## src/hw/rtl/pbs_pkg.sv

```systemverilog
`default_nettype none

package pbs_pkg;

  // Default sizes of the tick counters and of the switch history.
  localparam int COUNTER_WIDTH_DEF = 16;
  localparam int HISTORY_BITS_DEF  = 8;

  // The duty table has a fixed depth of sixteen entries.
  localparam int DUTY_TABLE_DEPTH = 16;
  localparam int DUTY_POS_W       = $clog2(DUTY_TABLE_DEPTH);
  localparam int DUTY_W           = 8;

  // The switch sample counter is eight bits wide.
  localparam int SAMPLE_W = 8;

  // The hold that clears the error state is this many times the off hold.
  localparam int ERROR_CLEAR_FACTOR = 3;

  // Configuration port.
  localparam int CFG_INDEX_W = 2;
  localparam int CFG_DATA_W  = 16;
  localparam int OFF_HOLD_W  = 15;
  localparam int TIMEOUT_W   = 16;
  localparam int STEP_W      = 16;

  localparam logic [CFG_INDEX_W-1:0] CFG_DEBOUNCE_PERIOD = 2'd0;
  localparam logic [CFG_INDEX_W-1:0] CFG_OFF_HOLD_TICKS  = 2'd1;
  localparam logic [CFG_INDEX_W-1:0] CFG_ERROR_TIMEOUT   = 2'd2;
  localparam logic [CFG_INDEX_W-1:0] CFG_LED_STEP_PERIOD = 2'd3;

  localparam logic [SAMPLE_W-1:0]   DEBOUNCE_PERIOD_RST = 8'd2;
  localparam logic [OFF_HOLD_W-1:0] OFF_HOLD_TICKS_RST  = 15'd1176;
  localparam logic [TIMEOUT_W-1:0]  ERROR_TIMEOUT_RST   = 16'd5880;
  localparam logic [STEP_W-1:0]     LED_STEP_PERIOD_RST = 16'd10;

  localparam int STATE_CODE_W = 3;

  // Breathing LED duty curve: a rise to full brightness and back down.
  function automatic logic [DUTY_W-1:0] duty_lookup(input logic [DUTY_POS_W-1:0] pos);
    logic [DUTY_W-1:0] duty;
    case (pos)
      4'd0:    duty = 8'd0;
      4'd1:    duty = 8'd2;
      4'd2:    duty = 8'd4;
      4'd3:    duty = 8'd16;
      4'd4:    duty = 8'd32;
      4'd5:    duty = 8'd64;
      4'd6:    duty = 8'd128;
      4'd7:    duty = 8'd255;
      4'd8:    duty = 8'd255;
      4'd9:    duty = 8'd128;
      4'd10:   duty = 8'd64;
      4'd11:   duty = 8'd32;
      4'd12:   duty = 8'd16;
      4'd13:   duty = 8'd4;
      4'd14:   duty = 8'd2;
      4'd15:   duty = 8'd0;
      default: duty = 8'd0;
    endcase
    return duty;
  endfunction

endpackage

`default_nettype wire

```

## src/hw/rtl/pbs_in_if.sv

```systemverilog
`default_nettype none

interface pbs_in_if;
  logic valid;
  logic ready;
  logic switch_level;
  logic ack_level;

  modport source (output valid, output switch_level, output ack_level, input ready);
  modport sink (input valid, input switch_level, input ack_level, output ready);
endinterface

`default_nettype wire

```

## src/hw/rtl/pbs_out_if.sv

```systemverilog
`default_nettype none

interface pbs_out_if;
  logic                                valid;
  logic                                ready;
  logic [pbs_pkg::STATE_CODE_W-1:0]    state_code;
  logic                                power_out;
  logic                                request_out;
  logic                                led_latch;
  logic                                pulse_enable;
  logic [pbs_pkg::DUTY_W-1:0]          led_duty;
  logic                                button_pressed;

  modport source (
    output valid, output state_code, output power_out, output request_out,
    output led_latch, output pulse_enable, output led_duty, output button_pressed,
    input ready
  );
  modport sink (
    input valid, input state_code, input power_out, input request_out,
    input led_latch, input pulse_enable, input led_duty, input button_pressed,
    output ready
  );
endinterface

`default_nettype wire

```

## src/hw/rtl/power_button_sequencer.sv

```systemverilog
// Push-button power sequencer, advanced by one timer tick per input transaction.
// Input channel in_ch: each transaction is one tick carrying the raw switch level
// (1 open, 0 closed) and the acknowledge level from the powered partner.
// Output channel out_ch: exactly one transaction per tick, giving the mode after
// the tick, the power, request and LED latch levels, the pulse enable, the
// breathing LED duty and the debounced pressed flag.
// Configuration: cfg_we writes cfg_data into the register chosen by cfg_index
// (0 debounce period, 1 off hold ticks, 2 error timeout, 3 LED step period).
// Write only while no tick is in flight.
// A tick is captured in an input register; when it moves on, the whole update
// (debounce, counters, mode, latches) is computed in one pass of short logic
// and lands in the output register. Throughput is one tick per cycle while the
// receiver keeps up; the only storage on the path is those two registers.
// When the receiver stalls, the output transaction holds and the input register
// still takes one more tick; after that in_ch.ready drops until out_ch drains.
// Synchronous reset (rst_n low) puts the sequencer in OFF with all latches low,
// the switch history all open, counters cleared and the registers at defaults.
`default_nettype none

module power_button_sequencer #(
  parameter int COUNTER_WIDTH = pbs_pkg::COUNTER_WIDTH_DEF,
  parameter int HISTORY_BITS  = pbs_pkg::HISTORY_BITS_DEF
) (
  input  wire logic                             clk,
  input  wire logic                             rst_n,
  input  wire logic                             cfg_we,
  input  wire logic [pbs_pkg::CFG_INDEX_W-1:0]  cfg_index,
  input  wire logic [pbs_pkg::CFG_DATA_W-1:0]   cfg_data,
  pbs_in_if.sink                                in_ch,
  pbs_out_if.source                             out_ch
);

  // Counters are compared against registers of up to 16 bits and against three
  // times the 15-bit off hold, so comparisons are done at this common width.
  localparam int WIDE_W = (COUNTER_WIDTH > pbs_pkg::OFF_HOLD_W + 2) ?
                          COUNTER_WIDTH : pbs_pkg::OFF_HOLD_W + 2;

  typedef enum logic [pbs_pkg::STATE_CODE_W-1:0] {
    MODE_OFF   = 3'd0,
    MODE_START = 3'd1,
    MODE_ON    = 3'd2,
    MODE_STOP  = 3'd3,
    MODE_ERROR = 3'd4
  } mode_t;

  // Configuration registers.
  logic [pbs_pkg::SAMPLE_W-1:0]   dbnc_period_r;
  logic [pbs_pkg::OFF_HOLD_W-1:0] off_hold_r;
  logic [pbs_pkg::TIMEOUT_W-1:0]  err_timeout_r;
  logic [pbs_pkg::STEP_W-1:0]     led_step_r;

  // Input register.
  logic in_v_r;
  logic in_sw_r;
  logic in_ack_r;

  // Sequencer state.
  mode_t                           mode_r, mode_nxt;
  logic [HISTORY_BITS-1:0]         hist_r, hist_nxt;
  logic                            pressed_r, pressed_nxt;
  logic [pbs_pkg::SAMPLE_W-1:0]    sample_cnt_r, sample_cnt_nxt;
  logic [COUNTER_WIDTH-1:0]        hold_cnt_r, hold_cnt_nxt;
  logic [COUNTER_WIDTH-1:0]        wait_cnt_r, wait_cnt_nxt;
  logic [COUNTER_WIDTH-1:0]        flash_cnt_r, flash_cnt_nxt;
  logic [pbs_pkg::DUTY_POS_W-1:0]  pos_r, pos_nxt;
  logic [pbs_pkg::DUTY_W-1:0]      duty_r, duty_nxt;
  logic                            power_r, power_nxt;
  logic                            request_r, request_nxt;
  logic                            led_r, led_nxt;
  logic                            pulse_r, pulse_nxt;

  // Output register.
  logic                             out_v_r;
  logic [pbs_pkg::STATE_CODE_W-1:0] out_state_r;
  logic                             out_power_r;
  logic                             out_request_r;
  logic                             out_led_r;
  logic                             out_pulse_r;
  logic [pbs_pkg::DUTY_W-1:0]       out_duty_r;
  logic                             out_pressed_r;

  logic advance;
  logic sample_hit;
  logic [COUNTER_WIDTH-1:0] hold_track;
  logic [COUNTER_WIDTH-1:0] flash_step;
  logic [WIDE_W-1:0] clear_hold;
  logic wait_expired;
  logic flash_due;

  // The tick in the input register moves on when the output register is free
  // or is being emptied in this cycle.
  assign advance      = in_v_r && (!out_v_r || out_ch.ready);
  assign in_ch.ready  = !in_v_r || advance;

  always_comb begin
    mode_nxt       = mode_r;
    hold_cnt_nxt   = hold_cnt_r;
    wait_cnt_nxt   = wait_cnt_r;
    flash_cnt_nxt  = flash_cnt_r;
    pos_nxt        = pos_r;
    duty_nxt       = duty_r;
    power_nxt      = power_r;
    request_nxt    = request_r;
    led_nxt        = led_r;
    pulse_nxt      = pulse_r;

    // Switch debounce: shift in a sample each time the counter exceeds the period.
    sample_hit = sample_cnt_r > dbnc_period_r;
    hist_nxt   = sample_hit ? {hist_r[HISTORY_BITS-2:0], in_sw_r} : hist_r;
    pressed_nxt = pressed_r;
    if (sample_hit) begin
      if (hist_nxt == '0) begin
        pressed_nxt = 1'b1;
      end else if (hist_nxt == '1) begin
        pressed_nxt = 1'b0;
      end
    end
    sample_cnt_nxt = sample_hit ? '0 : sample_cnt_r + 1'b1;

    // Counters advance according to the mode held before the tick.
    hold_track = pressed_nxt ? hold_cnt_r + 1'b1 : '0;
    flash_step = (WIDE_W'(flash_cnt_r) > WIDE_W'(led_step_r)) ? '0 : flash_cnt_r + 1'b1;

    case (mode_r)
      MODE_OFF: begin
        hold_cnt_nxt = '0;
      end
      MODE_START: begin
        wait_cnt_nxt  = wait_cnt_r + 1'b1;
        flash_cnt_nxt = flash_step;
      end
      MODE_ON: begin
        wait_cnt_nxt = '0;
        hold_cnt_nxt = hold_track;
      end
      MODE_STOP: begin
        wait_cnt_nxt  = wait_cnt_r + 1'b1;
        flash_cnt_nxt = flash_step;
        hold_cnt_nxt  = '0;
      end
      MODE_ERROR: begin
        wait_cnt_nxt = '0;
        hold_cnt_nxt = hold_track;
      end
      default: begin
      end
    endcase

    // Mode update; a handshake timeout overrides the acknowledge.
    wait_expired = WIDE_W'(wait_cnt_nxt) > WIDE_W'(err_timeout_r);
    clear_hold   = (WIDE_W'(off_hold_r) << 1) + WIDE_W'(off_hold_r);

    case (mode_r)
      MODE_OFF: begin
        if (pressed_nxt) begin
          mode_nxt = MODE_START;
        end
      end
      MODE_START: begin
        if (wait_expired) begin
          mode_nxt = MODE_ERROR;
        end else if (in_ack_r) begin
          mode_nxt = MODE_ON;
        end
      end
      MODE_ON: begin
        if (WIDE_W'(hold_cnt_nxt) > WIDE_W'(off_hold_r)) begin
          mode_nxt = MODE_STOP;
        end
      end
      MODE_STOP: begin
        if (wait_expired) begin
          mode_nxt = MODE_ERROR;
        end else if (!in_ack_r) begin
          mode_nxt = MODE_OFF;
        end
      end
      MODE_ERROR: begin
        if (WIDE_W'(hold_cnt_nxt) > clear_hold) begin
          mode_nxt = MODE_OFF;
        end
      end
      default: begin
      end
    endcase

    // Output latches follow the new mode; the duty steps while breathing.
    flash_due = WIDE_W'(flash_cnt_nxt) > WIDE_W'(led_step_r);

    case (mode_nxt)
      MODE_OFF: begin
        power_nxt   = 1'b0;
        request_nxt = 1'b0;
        led_nxt     = 1'b0;
        pulse_nxt   = 1'b0;
      end
      MODE_START: begin
        power_nxt   = 1'b1;
        request_nxt = 1'b1;
        pulse_nxt   = 1'b1;
        if (flash_due) begin
          duty_nxt = pbs_pkg::duty_lookup(pos_r);
          pos_nxt  = pos_r + 1'b1;
        end
      end
      MODE_ON: begin
        pulse_nxt = 1'b0;
        led_nxt   = 1'b1;
      end
      MODE_STOP: begin
        request_nxt = 1'b0;
        pulse_nxt   = 1'b1;
        if (flash_due) begin
          duty_nxt = pbs_pkg::duty_lookup(pos_r);
          pos_nxt  = pos_r + 1'b1;
        end
      end
      MODE_ERROR: begin
        pulse_nxt = 1'b0;
      end
      default: begin
      end
    endcase
  end

  always_ff @(posedge clk) begin
    if (!rst_n) begin
      dbnc_period_r <= pbs_pkg::DEBOUNCE_PERIOD_RST;
      off_hold_r    <= pbs_pkg::OFF_HOLD_TICKS_RST;
      err_timeout_r <= pbs_pkg::ERROR_TIMEOUT_RST;
      led_step_r    <= pbs_pkg::LED_STEP_PERIOD_RST;
      in_v_r        <= 1'b0;
      out_v_r       <= 1'b0;
      mode_r        <= MODE_OFF;
      hist_r        <= '1;
      pressed_r     <= 1'b0;
      sample_cnt_r  <= '0;
      hold_cnt_r    <= '0;
      wait_cnt_r    <= '0;
      flash_cnt_r   <= '0;
      pos_r         <= '0;
      duty_r        <= '0;
      power_r       <= 1'b0;
      request_r     <= 1'b0;
      led_r         <= 1'b0;
      pulse_r       <= 1'b0;
    end else begin
      if (cfg_we) begin
        case (cfg_index)
          pbs_pkg::CFG_DEBOUNCE_PERIOD: dbnc_period_r <= cfg_data[pbs_pkg::SAMPLE_W-1:0];
          pbs_pkg::CFG_OFF_HOLD_TICKS:  off_hold_r    <= cfg_data[pbs_pkg::OFF_HOLD_W-1:0];
          pbs_pkg::CFG_ERROR_TIMEOUT:   err_timeout_r <= cfg_data[pbs_pkg::TIMEOUT_W-1:0];
          pbs_pkg::CFG_LED_STEP_PERIOD: led_step_r    <= cfg_data[pbs_pkg::STEP_W-1:0];
          default: begin
          end
        endcase
      end

      if (in_ch.valid && in_ch.ready) begin
        in_v_r   <= 1'b1;
        in_sw_r  <= in_ch.switch_level;
        in_ack_r <= in_ch.ack_level;
      end else if (advance) begin
        in_v_r <= 1'b0;
      end

      if (advance) begin
        mode_r        <= mode_nxt;
        hist_r        <= hist_nxt;
        pressed_r     <= pressed_nxt;
        sample_cnt_r  <= sample_cnt_nxt;
        hold_cnt_r    <= hold_cnt_nxt;
        wait_cnt_r    <= wait_cnt_nxt;
        flash_cnt_r   <= flash_cnt_nxt;
        pos_r         <= pos_nxt;
        duty_r        <= duty_nxt;
        power_r       <= power_nxt;
        request_r     <= request_nxt;
        led_r         <= led_nxt;
        pulse_r       <= pulse_nxt;
        out_v_r       <= 1'b1;
        out_state_r   <= mode_nxt;
        out_power_r   <= power_nxt;
        out_request_r <= request_nxt;
        out_led_r     <= led_nxt;
        out_pulse_r   <= pulse_nxt;
        out_duty_r    <= duty_nxt;
        out_pressed_r <= pressed_nxt;
      end else if (out_ch.ready) begin
        out_v_r <= 1'b0;
      end
    end
  end

  assign out_ch.valid          = out_v_r;
  assign out_ch.state_code     = out_state_r;
  assign out_ch.power_out      = out_power_r;
  assign out_ch.request_out    = out_request_r;
  assign out_ch.led_latch      = out_led_r;
  assign out_ch.pulse_enable   = out_pulse_r;
  assign out_ch.led_duty       = out_duty_r;
  assign out_ch.button_pressed = out_pressed_r;

`ifndef SYNTH
  // A tick that leaves the input register always produces an output transaction.
  a_advance_fills_output: assert property (@(posedge clk) disable iff (!rst_n)
    advance |=> out_v_r)
    else $error("advanced tick did not reach the output register");

  // In OFF every latch is low and the LED does not breathe.
  a_off_all_low: assert property (@(posedge clk) disable iff (!rst_n)
    (out_v_r && out_state_r == MODE_OFF) |->
      (!out_power_r && !out_request_r && !out_led_r && !out_pulse_r))
    else $error("latch left high in OFF");

  // STOP is only reached from ON, so power stays up while request is dropped.
  a_stop_latches: assert property (@(posedge clk) disable iff (!rst_n)
    (out_v_r && out_state_r == MODE_STOP) |-> (out_power_r && !out_request_r))
    else $error("wrong latch levels in STOP");
`endif

endmodule

`default_nettype wire

```

## src/flat_wrapper.sv

```systemverilog
// flat-port wrapper written by rule: the top's interface ports become plain ports
module power_button_sequencer_flat 
#(
  parameter int COUNTER_WIDTH = pbs_pkg::COUNTER_WIDTH_DEF,
  parameter int HISTORY_BITS  = pbs_pkg::HISTORY_BITS_DEF
)
  (clk, rst_n, cfg_we, cfg_index, cfg_data, in_ch_valid, in_ch_switch_level, in_ch_ack_level, in_ch_ready, out_ch_valid, out_ch_state_code, out_ch_power_out, out_ch_request_out, out_ch_led_latch, out_ch_pulse_enable, out_ch_led_duty, out_ch_button_pressed, out_ch_ready);
  pbs_in_if in_ch_i ();
  pbs_out_if out_ch_i ();
  input  wire logic clk;
  input  wire logic rst_n;
  input  wire logic cfg_we;
  input  wire logic [pbs_pkg::CFG_INDEX_W-1:0] cfg_index;
  input  wire logic [pbs_pkg::CFG_DATA_W-1:0] cfg_data;
  input wire logic [$bits(in_ch_i.valid)-1:0] in_ch_valid;
  input wire logic [$bits(in_ch_i.switch_level)-1:0] in_ch_switch_level;
  input wire logic [$bits(in_ch_i.ack_level)-1:0] in_ch_ack_level;
  output wire logic [$bits(in_ch_i.ready)-1:0] in_ch_ready;
  output wire logic [$bits(out_ch_i.valid)-1:0] out_ch_valid;
  output wire logic [$bits(out_ch_i.state_code)-1:0] out_ch_state_code;
  output wire logic [$bits(out_ch_i.power_out)-1:0] out_ch_power_out;
  output wire logic [$bits(out_ch_i.request_out)-1:0] out_ch_request_out;
  output wire logic [$bits(out_ch_i.led_latch)-1:0] out_ch_led_latch;
  output wire logic [$bits(out_ch_i.pulse_enable)-1:0] out_ch_pulse_enable;
  output wire logic [$bits(out_ch_i.led_duty)-1:0] out_ch_led_duty;
  output wire logic [$bits(out_ch_i.button_pressed)-1:0] out_ch_button_pressed;
  input wire logic [$bits(out_ch_i.ready)-1:0] out_ch_ready;
  assign in_ch_i.valid = in_ch_valid;
  assign in_ch_i.switch_level = in_ch_switch_level;
  assign in_ch_i.ack_level = in_ch_ack_level;
  assign in_ch_ready = in_ch_i.ready;
  assign out_ch_valid = out_ch_i.valid;
  assign out_ch_state_code = out_ch_i.state_code;
  assign out_ch_power_out = out_ch_i.power_out;
  assign out_ch_request_out = out_ch_i.request_out;
  assign out_ch_led_latch = out_ch_i.led_latch;
  assign out_ch_pulse_enable = out_ch_i.pulse_enable;
  assign out_ch_led_duty = out_ch_i.led_duty;
  assign out_ch_button_pressed = out_ch_i.button_pressed;
  assign out_ch_i.ready = out_ch_ready;
  power_button_sequencer #(.COUNTER_WIDTH(COUNTER_WIDTH), .HISTORY_BITS(HISTORY_BITS)) u_core (.clk(clk), .rst_n(rst_n), .cfg_we(cfg_we), .cfg_index(cfg_index), .cfg_data(cfg_data), .in_ch(in_ch_i), .out_ch(out_ch_i));
endmodule
```

## config.mk

```make
export PLATFORM = sky130hd
export DESIGN_NAME = power_button_sequencer_flat
export DESIGN_NICKNAME = d
export VERILOG_FILES = /design/src/hw/rtl/pbs_pkg.sv /design/src/hw/rtl/pbs_in_if.sv /design/src/hw/rtl/pbs_out_if.sv /design/src/hw/rtl/power_button_sequencer.sv /design/src/flat_wrapper.sv
export SDC_FILE = /design/constraint.sdc
export NUM_CORES = 1
export LEC_CHECK = 0
export ABC_AREA = 1
export BUFFER_PORTS_ARGS = -buffer_cell sky130_fd_sc_hd__buf_2
export CAP_MARGIN = 40
export CORE_MARGIN = 10
export CORE_UTILIZATION = 30
export CTS_CLUSTER_DIAMETER = 80
export DETAILED_ROUTE_END_ITERATION = 10
export PLACE_DENSITY_LB_ADDON = 0.2
export SETUP_SLACK_MARGIN = 0.1
export SKIP_LAST_GASP = 1
export SLEW_MARGIN = 10
export SYNTH_ARGS = -nofsm -noshare
export SYNTH_HDL_FRONTEND = slang
export SYNTH_SLANG_ARGS = --single-unit
```

## constraint.sdc

```tcl
create_clock -name clk -period 5.8 [get_ports clk]
set_input_delay 0.58 -clock clk [delete_from_list [all_inputs] [get_ports clk]]
set_output_delay 0.58 -clock clk [all_outputs]
set_load 0.02 [all_outputs]
```

==> impl_results.md <==
- Run status: complete, no violations
- Top post-synthesis cells by count: 232 x sky130_fd_sc_hd__inv_1, 226 x sky130_fd_sc_hd__nand2_1, 148 x sky130_fd_sc_hd__a21oi_1, 148 x sky130_fd_sc_hd__dfxtp_1, 135 x sky130_fd_sc_hd__o21ai_0
- Setup violation total in the final timing report: 0
- Worst hold path startpoint: in_ch_switch_level
- Proportion of layout cells with a drive suffix above 1: 9.035%
- Final Cell Area: about 12,000 µm²
- Clk slew on worst S/H paths: roughly 70 ps
- Data required time at the worst endpoint: around 6000 ps
- Transition at the pin with the smallest max-transition slack: between 900 and 1000 ps
- Overall power after layout: between 2 and 3 mW
- Die Footprint: approximately 42,000 µm²
- Max Buffers Root-to-Sink: 2
- Cell type contributing the most total cell area after synthesis: sky130_fd_sc_hd__dfxtp_1
- Clock H-tree levels: 4
- Dominant cells by area after synthesis: sky130_fd_sc_hd__dfxtp_1 29%, sky130_fd_sc_hd__ha_1 13%, sky130_fd_sc_hd__inv_1 8.4%, sky130_fd_sc_hd__nand2_1 8.2%, sky130_fd_sc_hd__a21oi_1 7.1%
- Area of the core region: around 34,000 µm²
- CTS tree: built
- TritonCTS sink count: around 170
- Overall fraction of global-route tracks in use: 13.23%
- Maximum number of pins on one net before global-route repair: between 80 and 90
- Std-Cell Rows: between 60 and 70
- Total congestion overflow after global routing: 0
- Leakage power: 5.440 nW
- Post-cts hold buffer count: 0
- Kind of capture point of the worst setup path: flip-flop
- Sum of negative setup slack: 0 ps
- Final routed wire length divided by cell count: about 14 µm
- Worst hold path stage count: 1
- Net count after synthesis: 1,554
- Detailed Route WL: roughly 27 mm
- Remaining number of nets flagged by the antenna check after routing: 0
- Final-stage net count: 1,585
- Origin of the critical flop-to-flop path: u_core.dbnc_period_r[7]
- Pwr dens: between 200 and 300 nW/µm²
- Total inserted antenna cells: 0
- Total clock buffers created by CTS: 17
- Post-synth EDFFs: 18
- Synth top area share: roughly 29%
- Post-placement cell count: approximately 1,900
- Via count of the first global-routing pass: slightly below 9,000
- Worst Path Arrival: approximately 5200 ps
- Slew margin rel.: roughly 40%
- Share of async-settable or async-resettable flops after synthesis: 0%
- Syn Std Cell Area: 10,360 µm²
- Wire length of the first global-routing pass: between 40 and 50 mm
- Number of instances in the synthesized netlist: 1,417
- Largest stage delay on the critical path: ~550 ps
- Register bit count reported by yosys: 166
- Routability-driven placement congestion ratio: between 0.8 and 0.9
- Most used standard cell by instance count after synthesis: sky130_fd_sc_hd__inv_1
- Hold Crit Class: primary input to flip-flop
- Worst reg2reg setup slack: 790 ps
- Placement Cell Area: 11,060 µm²
- DRT Pass-1 Iters: 5
- Cell seen most often among critical-path stages: sky130_fd_sc_hd__nand2_1
- Average instance area after synthesis: between 7 and 8 µm²
- Final standard cell count with taps included and fillers excluded: 1,909
- Floorplan die height: 205.8 µm
- Worst Hold Path EP: u_core.in_sw_r
- Max Clock Freq: 0.1997 GHz
- Number of slew-limit violations in the final report: 0
- Highest net fanout along the worst path: 13
- Dpl hpwl: approximately 20 mm
- Number of I/O port buffers: 42
- CTS root buf: sky130_fd_sc_hd__clkbuf_16
- Largest vdd supply drop: slightly below 0.2 mV
- Residual DRC: 0
- Max-capacitance violation count: 0
- Slowest stage cell on the critical path: sky130_fd_sc_hd__o32ai_1
- Endpoint of the lowest-slack register-to-register path: u_core.out_ch.power_out
- Final count of hold timing violations: 0
- Total number of vias: 9,012
- Yosys cell types: 52
- Routed via count divided by cell count: about 4.7
- Antenna violations before repair: 0
- Synth-to-layout area growth: 12.89%
- Final critical-path share of the clock period: between 80 and 90%
- Share of synthesized area occupied by flip-flops and latches: between 30 and 40%
- Final setup skew: 11.27 ps
- Initial DRC count: 497
- RSZ-0062 raised after global routing: no
- Post-synth top flop: sky130_fd_sc_hd__dfxtp_1
- Crit Path Category: flip-flop to flip-flop
- Num ports: 43
- Period minus WS final: 5007 ps
- Die outline width: approximately 200 µm
- Worst Reg2Reg Path Length in Cells: 28
- Launching element type of the critical path: flip-flop
- Ys Warns: 0
- Later-pin clock latency in the skew report: ~450 ps
- Effective utilization at floorplan: 30.67%
==> stage by stage <==
stage                     hold slack [ps]  setup WS [ps]  util, %
after floorplan                     433.1           1438        -
after global placement              446.0          270.4    32.67
final                               307.8          792.6    34.62
after CTS                           283.3          255.3    34.48
after global routing                294.9          229.6    34.62
after detailed placement            453.2          279.6    32.75
==> worst max-delay path: cells and delay by family (launching register included) <==
| family | cells | cell delay [ps] |
|---|---|---|
| buffers and inverters | 1 | 50 |
| AO/OA/AOI/OAI | 7 | 2010 |
| AND/OR/NAND/NOR | 18 | 1850 |
| adder cells (fa/ha/maj) | 2 | 530 |
| flip-flops | 1 | 310 |
==> timing repair <==
item	4_1_cts	5_1_grt
gates resized for setup	0	4
endpoints found under the setup margin	0	15
setup buffers	0	4
==> per-layer routing <==
metal	up-vias	GRT usage [%]	wire length [µm]
met5	-	0	0
met4	0	4.665	483
met3	30	2.154	796
met2	112	21.69	12620
met1	4093	17.23	13140
li1	4777	-	-
==> cell families (layout without fill, tap and decap cells) <==
family / count (synthesis) / in the layout / synth area share (%)
compound gates: 361 / 361 / 19.18
mux: 1 / 1 / 0.09662
simple gates: 456 / 456 / 19.70
flops: 166 / 166 / 33.82
buf+inv: 284 / 328 / 10.48
fa+ha+maj: 112 / 112 / 13.60
xor+xnor: 37 / 37 / 3.128
==> state kept, by name, summed over array words and instances (netlist names), 3 cells and up, named ones only <==
signal,flops
u_core.out_ch.led_duty,8
u_core.dbnc_period_r,8
u_core.out_ch.state_code,3
u_core.hist_r,8
u_core.sample_cnt_r,8
u_core.led_step_r,16
u_core.duty_r,8
u_core.hold_cnt_r,16
u_core.wait_cnt_r,16
u_core.mode_r,3
u_core.off_hold_r,15
u_core.pos_r,4
u_core.flash_cnt_r,16
u_core.err_timeout_r,16
==> worst max-delay path by stage <==
stage	startpoint	end	slack, ps
2_1_floorplan	u_core.dbnc_period_r[7]	flip-flop	1440
3_3_place_gp	u_core.dbnc_period_r[7]	flip-flop	270
4_1_cts	u_core.dbnc_period_r[7]	flip-flop	260
5_1_grt	u_core.mode_r[0]	flip-flop	230
3_5_place_dp	u_core.dbnc_period_r[7]	flip-flop	280
6_report	u_core.dbnc_period_r[7]	u_core.out_ch.power_out	790
==> cell usage in the layout, fill, tap and decap left out, types with 4 or more instances in the layout <==
cell	count
sky130_fd_sc_hd__a211oi_1	6
sky130_fd_sc_hd__a21oi_1	148
sky130_fd_sc_hd__buf_2	42
sky130_fd_sc_hd__buf_4	14
sky130_fd_sc_hd__clkbuf_16	17
sky130_fd_sc_hd__dfxtp_1	148
sky130_fd_sc_hd__edfxtp_1	18
sky130_fd_sc_hd__ha_1	111
sky130_fd_sc_hd__inv_1	230
sky130_fd_sc_hd__inv_2	8
sky130_fd_sc_hd__inv_6	4
sky130_fd_sc_hd__inv_8	5
sky130_fd_sc_hd__nand2_1	224
sky130_fd_sc_hd__nand2_2	12
sky130_fd_sc_hd__nand3_1	58
sky130_fd_sc_hd__nand3_2	4
sky130_fd_sc_hd__nand4_1	22
sky130_fd_sc_hd__nor2_1	95
sky130_fd_sc_hd__nor3_1	21
sky130_fd_sc_hd__nor3b_1	4
sky130_fd_sc_hd__o211ai_1	22
sky130_fd_sc_hd__o21ai_0	134
sky130_fd_sc_hd__o21ai_1	8
sky130_fd_sc_hd__o21bai_1	4
sky130_fd_sc_hd__o221ai_1	4
sky130_fd_sc_hd__o22ai_1	13
sky130_fd_sc_hd__xnor2_1	12
sky130_fd_sc_hd__xor2_1	25
==> where the power goes <==
group / leakage [nW] / total (mW) / internal, mW / switching (mW)
sequential: 1.38 / 1.26 / 1.22 / 0.0429
combinational: 3.78 / 0.535 / 0.182 / 0.353
clock: 0.281 / 1.16 / 0.612 / 0.548
total: 5.44 / 2.96 / 2.01 / 0.944
==> area by class of cell <==
class / instances / area (µm²)
Multi-Input combinational cell: 967 / 5788
Sequential cell: 166 / 3503
Fill cell: 3586 / 22090
Timing Repair Buffer: 58 / 362.8
Inverter: 238 / 893.4
Clock inverter: 15 / 161.4
Clock buffer: 17 / 425.4
Tap cell: 448 / 560.5
(Power assumes the default switching activity.)
